<file path="src/rtl/weighted_centroid_centering_top_assert.svh">
// assertion macros for the weighted centroid centering block
// used by wcc_dp and wcc_ctrl; needs i_clk and i_rst_n in scope
`ifndef WEIGHTED_CENTROID_CENTERING_TOP_ASSERT_SVH
`define WEIGHTED_CENTROID_CENTERING_TOP_ASSERT_SVH
`ifndef SYNTH
`define WCC_ASSERT_SAME(label, pre, post) \
    label: assert property (@(posedge i_clk) disable iff (!i_rst_n) (pre) |-> (post)) \
        else $error("wcc check failed");
`define WCC_ASSERT_NEXT(label, pre, post) \
    label: assert property (@(posedge i_clk) disable iff (!i_rst_n) (pre) |=> (post)) \
        else $error("wcc check failed");
`else
`define WCC_ASSERT_SAME(label, pre, post)
`define WCC_ASSERT_NEXT(label, pre, post)
`endif
`endif

</file>
<file path="src/rtl/wcc_pkg.sv">
// shared types, constants and helpers for the weighted centroid centering block
// no dependencies
`timescale 1ns / 1ps
package wcc_pkg;
    localparam int MAX_ATOMS_DEF = 64;
    localparam int COORD_W = 24;
    localparam int VAR_W   = 16;
    localparam int W_W     = 17;
    localparam int SUM_W   = 47;
    localparam int TOT_W   = 23;
    localparam int STEP_W  = 6;
    localparam logic [STEP_W-1:0] RECIP_STEPS = STEP_W'(W_W);
    localparam logic [STEP_W-1:0] CENT_STEPS  = STEP_W'(SUM_W);

    localparam logic [1:0] DSEL_RECIP = 2'd0;
    localparam logic [1:0] DSEL_X     = 2'd1;
    localparam logic [1:0] DSEL_Y     = 2'd2;
    localparam logic [1:0] DSEL_Z     = 2'd3;

    typedef struct packed {
        logic       load;
        logic       div_start;
        logic [1:0] div_sel;
        logic       cap_w;
        logic       mul;
        logic       acc;
        logic       cap_cent;
        logic       rd_start;
        logic       rd_next;
        logic       emit;
        logic       clear;
    } t_cmd;

    typedef struct packed {
        logic full;
        logic last;
        logic div_done;
        logic div_busy;
        logic out_taken;
        logic emit_last;
    } t_stat;

    function automatic logic signed [COORD_W-1:0] sat_diff(
        input logic signed [COORD_W:0] v);
        logic signed [COORD_W:0] hi;
        logic signed [COORD_W:0] lo;
        hi = (COORD_W+1)'(2**(COORD_W-1) - 1);
        lo = -(COORD_W+1)'(2**(COORD_W-1));
        if (v > hi) return hi[COORD_W-1:0];
        if (v < lo) return lo[COORD_W-1:0];
        return v[COORD_W-1:0];
    endfunction

    // signed quotient from sign and magnitude, clamped to coordinate range
    function automatic logic signed [COORD_W-1:0] sat_cent(
        input logic neg, input logic [SUM_W-1:0] mag);
        logic [SUM_W-1:0] lim_p;
        logic [SUM_W-1:0] sv;
        lim_p = SUM_W'(2**(COORD_W-1) - 1);
        if (!neg) begin
            if (mag > lim_p) return lim_p[COORD_W-1:0];
            return mag[COORD_W-1:0];
        end
        if (mag > lim_p + SUM_W'(1)) return {1'b1, {(COORD_W-1){1'b0}}};
        sv = ~mag + SUM_W'(1);
        return sv[COORD_W-1:0];
    endfunction
endpackage

</file>
<file path="src/rtl/wcc_ctrl.sv">
// controller state machine: sequences loading, division and emission
// depends on wcc_pkg and the assertion header
`timescale 1ns / 1ps
`include "weighted_centroid_centering_top_assert.svh"
module wcc_ctrl import wcc_pkg::*; (
    input  logic  i_clk,
    input  logic  i_rst_n,
    input  logic  i_valid,
    output logic  o_stall,
    input  t_stat i_stat,
    output t_cmd  o_cmd
);
    localparam logic [3:0] S_IDLE  = 4'd0;
    localparam logic [3:0] S_CHECK = 4'd1;
    localparam logic [3:0] S_RECIP = 4'd2;
    localparam logic [3:0] S_MUL   = 4'd3;
    localparam logic [3:0] S_ACC   = 4'd4;
    localparam logic [3:0] S_DGO   = 4'd5;
    localparam logic [3:0] S_DWAIT = 4'd6;
    localparam logic [3:0] S_RD    = 4'd7;
    localparam logic [3:0] S_LOAD  = 4'd8;
    localparam logic [3:0] S_SEND  = 4'd9;

    logic [3:0] r_state, n_state;
    logic [1:0] r_sel, n_sel;

    always_comb begin
        n_state = r_state;
        n_sel   = r_sel;
        o_cmd   = '0;
        o_cmd.div_sel = r_sel;
        unique case (r_state)
            S_IDLE: begin
                if (i_valid) begin
                    o_cmd.load = 1'b1;
                    n_state    = S_CHECK;
                end
            end
            S_CHECK: begin
                if (!i_stat.full) begin
                    o_cmd.div_start = 1'b1;
                    o_cmd.div_sel   = DSEL_RECIP;
                    n_state         = S_RECIP;
                end else if (i_stat.last) begin
                    n_sel   = DSEL_X;
                    n_state = S_DGO;
                end else begin
                    n_state = S_IDLE;
                end
            end
            S_RECIP: begin
                if (i_stat.div_done) begin
                    o_cmd.cap_w = 1'b1;
                    n_state     = S_MUL;
                end
            end
            S_MUL: begin
                o_cmd.mul = 1'b1;
                n_state   = S_ACC;
            end
            S_ACC: begin
                o_cmd.acc = 1'b1;
                n_sel     = DSEL_X;
                n_state   = i_stat.last ? S_DGO : S_IDLE;
            end
            S_DGO: begin
                o_cmd.div_start = 1'b1;
                n_state         = S_DWAIT;
            end
            S_DWAIT: begin
                if (i_stat.div_done) begin
                    o_cmd.cap_cent = 1'b1;
                    if (r_sel == DSEL_Z) begin
                        o_cmd.rd_start = 1'b1;
                        n_state        = S_RD;
                    end else begin
                        n_sel   = r_sel + 2'd1;
                        n_state = S_DGO;
                    end
                end
            end
            S_RD: begin
                // read data lands at the end of this cycle
                n_state = S_LOAD;
            end
            S_LOAD: begin
                o_cmd.emit = 1'b1;
                n_state    = S_SEND;
            end
            S_SEND: begin
                if (i_stat.out_taken) begin
                    if (i_stat.emit_last) begin
                        o_cmd.clear = 1'b1;
                        n_state     = S_IDLE;
                    end else begin
                        o_cmd.rd_next = 1'b1;
                        n_state       = S_RD;
                    end
                end
            end
            default: n_state = S_IDLE;
        endcase
    end

    always_ff @(posedge i_clk) begin
        if (!i_rst_n) begin
            r_state <= S_IDLE;
            r_sel   <= DSEL_X;
        end else begin
            r_state <= n_state;
            r_sel   <= n_sel;
        end
    end

    assign o_stall = (r_state != S_IDLE);

    `WCC_ASSERT_SAME(a_idle_no_div, r_state == S_IDLE, !i_stat.div_busy)
    `WCC_ASSERT_NEXT(a_load_leaves_idle, o_cmd.load, r_state == S_CHECK)
endmodule
</file>
<file path="config.mk">
export PLATFORM = sky130hd
export DESIGN_NAME = wcc_ctrl
export DESIGN_NICKNAME = d
export VERILOG_FILES = /design/src/rtl/wcc_pkg.sv /design/src/rtl/wcc_ctrl.sv
export VERILOG_INCLUDE_DIRS = /design/src /design/src/rtl
export SDC_FILE = /design/constraint.sdc
export NUM_CORES = 1
export LEC_CHECK = 0
export ABC_AREA = 1
export BUFFER_PORTS_ARGS = -buffer_cell sky130_fd_sc_hd__clkbuf_2
export CORE_AREA = 10 10 47 49
export CTS_BUF_LIST = sky130_fd_sc_hd__clkbuf_4
export DETAILED_ROUTE_END_ITERATION = 10
export DIE_AREA = 0 0 57 59
export GPL_TIMING_DRIVEN = 0
export PLACE_DENSITY = 0.69
export SETUP_SLACK_MARGIN = 0.15
export SLEW_MARGIN = 20
export SYNTH_ARGS = -nofsm -noshare
export SYNTH_HDL_FRONTEND = slang
export SYNTH_SLANG_ARGS = --single-unit
export TNS_END_PERCENT = 1
</file>
<file path="constraint.sdc">
create_clock -name i_clk -period 1.1 [get_ports i_clk]
set_input_delay 0.22 -clock i_clk [delete_from_list [all_inputs] [get_ports i_clk]]
set_output_delay 0.22 -clock i_clk [all_outputs]
set_load 0.03 [all_outputs]
</file>
Word-level counts from Yosys, hierarchy flattened. Cells that the tools add are included.

Muxes and demuxes: 33. Add/sub/neg operators: 1. Eq/ne operators: 17. Reductions and logical operators: 5.

Operators with widths (count): $pmux W4 S10 (1); $mux W4 (5); $eq A4 B3 Y1 const B (4); $mux W2 (8); $mux W1 (14); $ne A2 B2 Y1 const B (7); $mux W3 (3); $eq A4 B2 Y1 const B (2); $eq A4 B4 Y1 const B (2); $pmux W2 S3 (1); $reduce_and A5 Y1 (1); $eq A4 B1 Y1 const B (1); $logic_not A4 Y1 (1); $reduce_and A4 Y1 (1); $reduce_bool A4 Y1 (1); $reduce_bool A3 Y1 (1); $add A2 B1 Y2 const B (1); $eq A2 B2 Y1 const B (1); $pmux W1 S2 (1).

Bits in registers: 6. Input port bits: 9. Output and inout bits: 13. Word-level logic and storage cells: 58.

Longest topological paths before layout.
Depth after elaboration: 4. Gate-level depth with buffers: 9. Depth with buffers taken out: 9.

Worst setup path before layout. No wires, ideal clock.

Path kind: register to output. Start: register r_state[1]. End: output o_cmd[11] (netlist bit). Stages on the path, launching flop included: 4. Setup slack: -0.383 ns. Arrival time: 1.263 ns. Data required time: 0.880 ns. Buffers on the path: 0. Cell sequence: dfxtp_1 nor2_1 nand2_1 nor2_1.

RTL lines: from (decl) (RTL line wcc_ctrl.sv:24) `logic [3:0] r_state, n_state;`; from (signal assigned) (RTL line wcc_ctrl.sv:110) `r_state <= n_state;`; to (decl) (RTL line wcc_ctrl.sv:11) `output t_cmd o_cmd`.

==> out/metrics.csv <==
stage,metric,value,unit
sta,final setup skew,0.01302,ns
grt,antenna violations before repair,0,
yosys,post-synth cell types,17,
sta,final slew viol count,0,
pwr,sequential power share,26.8,%
clocking,Worst-path clk slew,0.05,ns
yosys,"EDFF count, synth",0,
routing,uppermost layer routed,met3,
sta,fmax,651.0,MHz
setup_path,worst-case reg-to-reg path depth,7,
routing,WL met3,158,um
pwr,Clock power frac,24.2,%
clocking,clk root buf,clkbuf_4,
floorplan,Die W,57,um
yosys,top-area cell type share of the netlist area,23.70,%
pwr,Comb pwr share,49.0,%
placed_design,Port-buffer cells,20,
routing,Met1 Wirelength,636,um
yosys,ys async rst share,0,%
layout,Layout Nets,131,
layout,FF+latch area,135.1,sq um
routing,Vias/cell,4.860,
floorplan,core area,1401,sq um
floorplan,die area,3363,sq um
run_status,outcome,"finished, violations left",
routing,DR iter-0 viols,11,
routing,met2 wire length,927,um
sta,Setup-failing EPs final,18,
setup_path,Worst EP arrival,1.32,ns
clocking,buffer depth of the longest clock path,2,
min_path,hold path cells,3,
placed_design,dpl cell area,740.7,sq um
setup_path,Worst Setup Path Type,reg -> out,
routing,WL/cell,12.66,um
routing,drt pass-1 iters,4,
pwr,Int Pwr,0.0006126,W
grt,number of global-route vias before repair,622,
yosys,Main synth FF type,dfxtp_1,
grt,largest net degree at the start of global routing,8,
grt,first-pass GRT wire length,2780,um
layout,share of cells above drive strength 1,55.00,%
sta,Worst-Margin Slew,0.2322,ns
pwr,switching share of power,39.02,%
floorplan,row count,14,
yosys,Adder-Cell Fraction of Synth Area,2.469,%
pwr,Worst VDD drop,898.3,uV
yosys,Post-synth top cells,"nand2_1 (21), nor2_1 (16), inv_1 (15)",
routing,DRC Markers,0,
sta,Hold Fails Final Rpt,0,
sta,Setup WS post-layout,-0.4361,ns
placed_design,dpl hpwl,1280,um
layout,multi-input logic area,456.7,sq um
layout,fill count,126,
yosys,Yosys Warn Count,0,
yosys,sequential area share after synthesis,23.70,%
yosys,post-synth top area cell,dfxtp_1,
placed_design,RePlAce Congestion,0.8284,
routing,drt total wl,1722,um
min_path,hold crit path type,in -> reg,
job,max-cap viol count,0,
yosys,Syn Inst Count,90,
grt,global route overflow,0,
sta,Slew headroom,84.50,%
yosys,mux contribution to synthesized area,0,%
sta,RSZ-0062 raised after global routing,yes,
floorplan,Ports,22,
clocking,CTS tree,done,
routing,DR vias,661,
yosys,main combinational cell family by area after synthesis,simple AND/OR/NAND/NOR gates,
routing,post-route ant nets,0,
setup_path,CP startpoint kind,register,
clocking,Clock Latency Late Sink,0.25,ns
setup_path,WP data required,0.88,ns
grt,GRT Overall Usage,9.970,%
yosys,Mapped Nets,100,
floorplan,Starting Density,36.16,%
layout,Final Cell Area,959.7,sq um
yosys,XOR/XNOR Fraction of Synth Area,0,%
yosys,most common cell in the netlist,nand2_1,
floorplan,Die Height,59,um
clocking,Num CTS Buffers,3,
run_status,failing checks,negative setup slack,
pwr,PD cells,1047,nW/um^2
yosys,Syn Area/Cell,5.630,sq um
clocking,H-tree depth,1,
clocking,CTS Sinks,6,
sta,crit share post-route,139.6,%
layout,Ant. Diodes,0,
pwr,Leak,0.4716,nW
setup_path,Crit. End Element,primary output,
yosys,Synth Area in Simple Gates,48.89,%
yosys,compound-gate portion of the synthesized area,11.60,%
yosys,top post-synthesis cells by area,"dfxtp_1 (24%), nand2_1 (16%), nor2_1 (12%)",
sta,worst hold slack,0.2057,ns
pwr,Psw,0.0003920,W
yosys,#FFs+latches synth,6,
setup_path,worst-path fanout max,6,
layout,area delta synth->final,89.38,%
sta,minimum clock period,1.536,ns
yosys,Synth Cell Area,506.7,sq um
==> critical path, cell delays in order, from the launching register on <==
cell      delay, ns
dfxtp_4        0.37
inv_4          0.05
nor2_4         0.16
nand3b_1       0.17
inv_2          0.14
nor2_4         0.05
buf_8          0.13
==> path summary, 6_finish.rpt <==
path	startpoint	end	slack, ns
worst max-delay path	r_state[0]	o_cmd[9]	-0.44
worst min-delay path	i_rst_n	r_sel[1]	0.21
worst max register to register	r_state[3]	r_sel[0]	-0.22
worst min register to register	r_sel[0]	r_sel[0]	0.52
==> timing repair <==
action                     CTS  global route
pin swaps                    3             4
resized for setup           24            24
hold buffers                 0             0
setup buffers                2             4
setup endpoints to repair   19            19
gates cloned                 0             0
==> logic make-up (layout without fill, tap and decap cells) <==
family	count (synthesis)	count (layout)
buffers and inverters	18	48
AND/OR/NAND/NOR	54	54
flip-flops	6	6
adder cells (fa/ha/maj)	1	1
AO/OA/AOI/OAI	11	11
==> power groups by stage <==
| stage | Sequential [W] | Combinational [W] | Clock (W) |
|---|---|---|---|
| after global placement | 0.000279 | 0.000345 | 0 |
| after CTS | 0.000267 | 0.000432 | 0.000253 |
| after detailed placement | 0.000279 | 0.000351 | 0 |
| after global routing | 0.000271 | 0.000534 | 0.000273 |
| after floorplan | 0.000272 | 0.000272 | 0 |
| final | 0.000269 | 0.000492 | 0.000243 |
==> routing by layer <==
layer	global-route usage, %	vias to the layer above
met5	0	-
met4	1.007	0
met3	4.721	0
met2	18.14	27
met1	10.54	288
li1	-	346
==> cells in the final DEF (no fill, tap or decap), drive strengths merged <==
cell,synthesis,final
nor3,1,1
and3,1,1
dfxtp,6,6
nor2,19,19
a31oi,1,1
buf,0,12
nand3,11,11
o21ai,3,3
o211ai,1,1
nand2,21,21
clkbuf,0,18
a21oi,6,6
ha,1,1
nand3b,1,1
inv,18,18
==> state kept, by name, summed over array words and instances, names as in the netlist <==
name,cells
r_sel,2
r_state,4
==> per-stage QoR <==
stage | utilization [%] | setup slack [ns] | instances | total power [W] | setup TNS, ns
floorplan | - | -0.02293 | 90 | 0.0005446 | -0.09872
global placement | 52.86 | -0.2451 | 126 | 0.0006240 | -2.345
detailed placement | 52.86 | -0.2393 | 126 | 0.0006298 | -2.426
CTS | 62.77 | -0.4784 | 132 | 0.0009518 | -5.464
global route | 68.48 | -0.5302 | 136 | 0.001078 | -6.637
finish | 68.48 | -0.4361 | 136 | 0.001005 | -5.322
==> cell type report <==
type	count	share of cell area (%)
Tap cell	16	2.086
Sequential cell	6	14.08
Clock buffer	4	3.129
Multi-Input combinational cell	66	47.59
Timing Repair Buffer	26	25.03
Inverter	18	8.083
(Power assumes the default switching activity.)
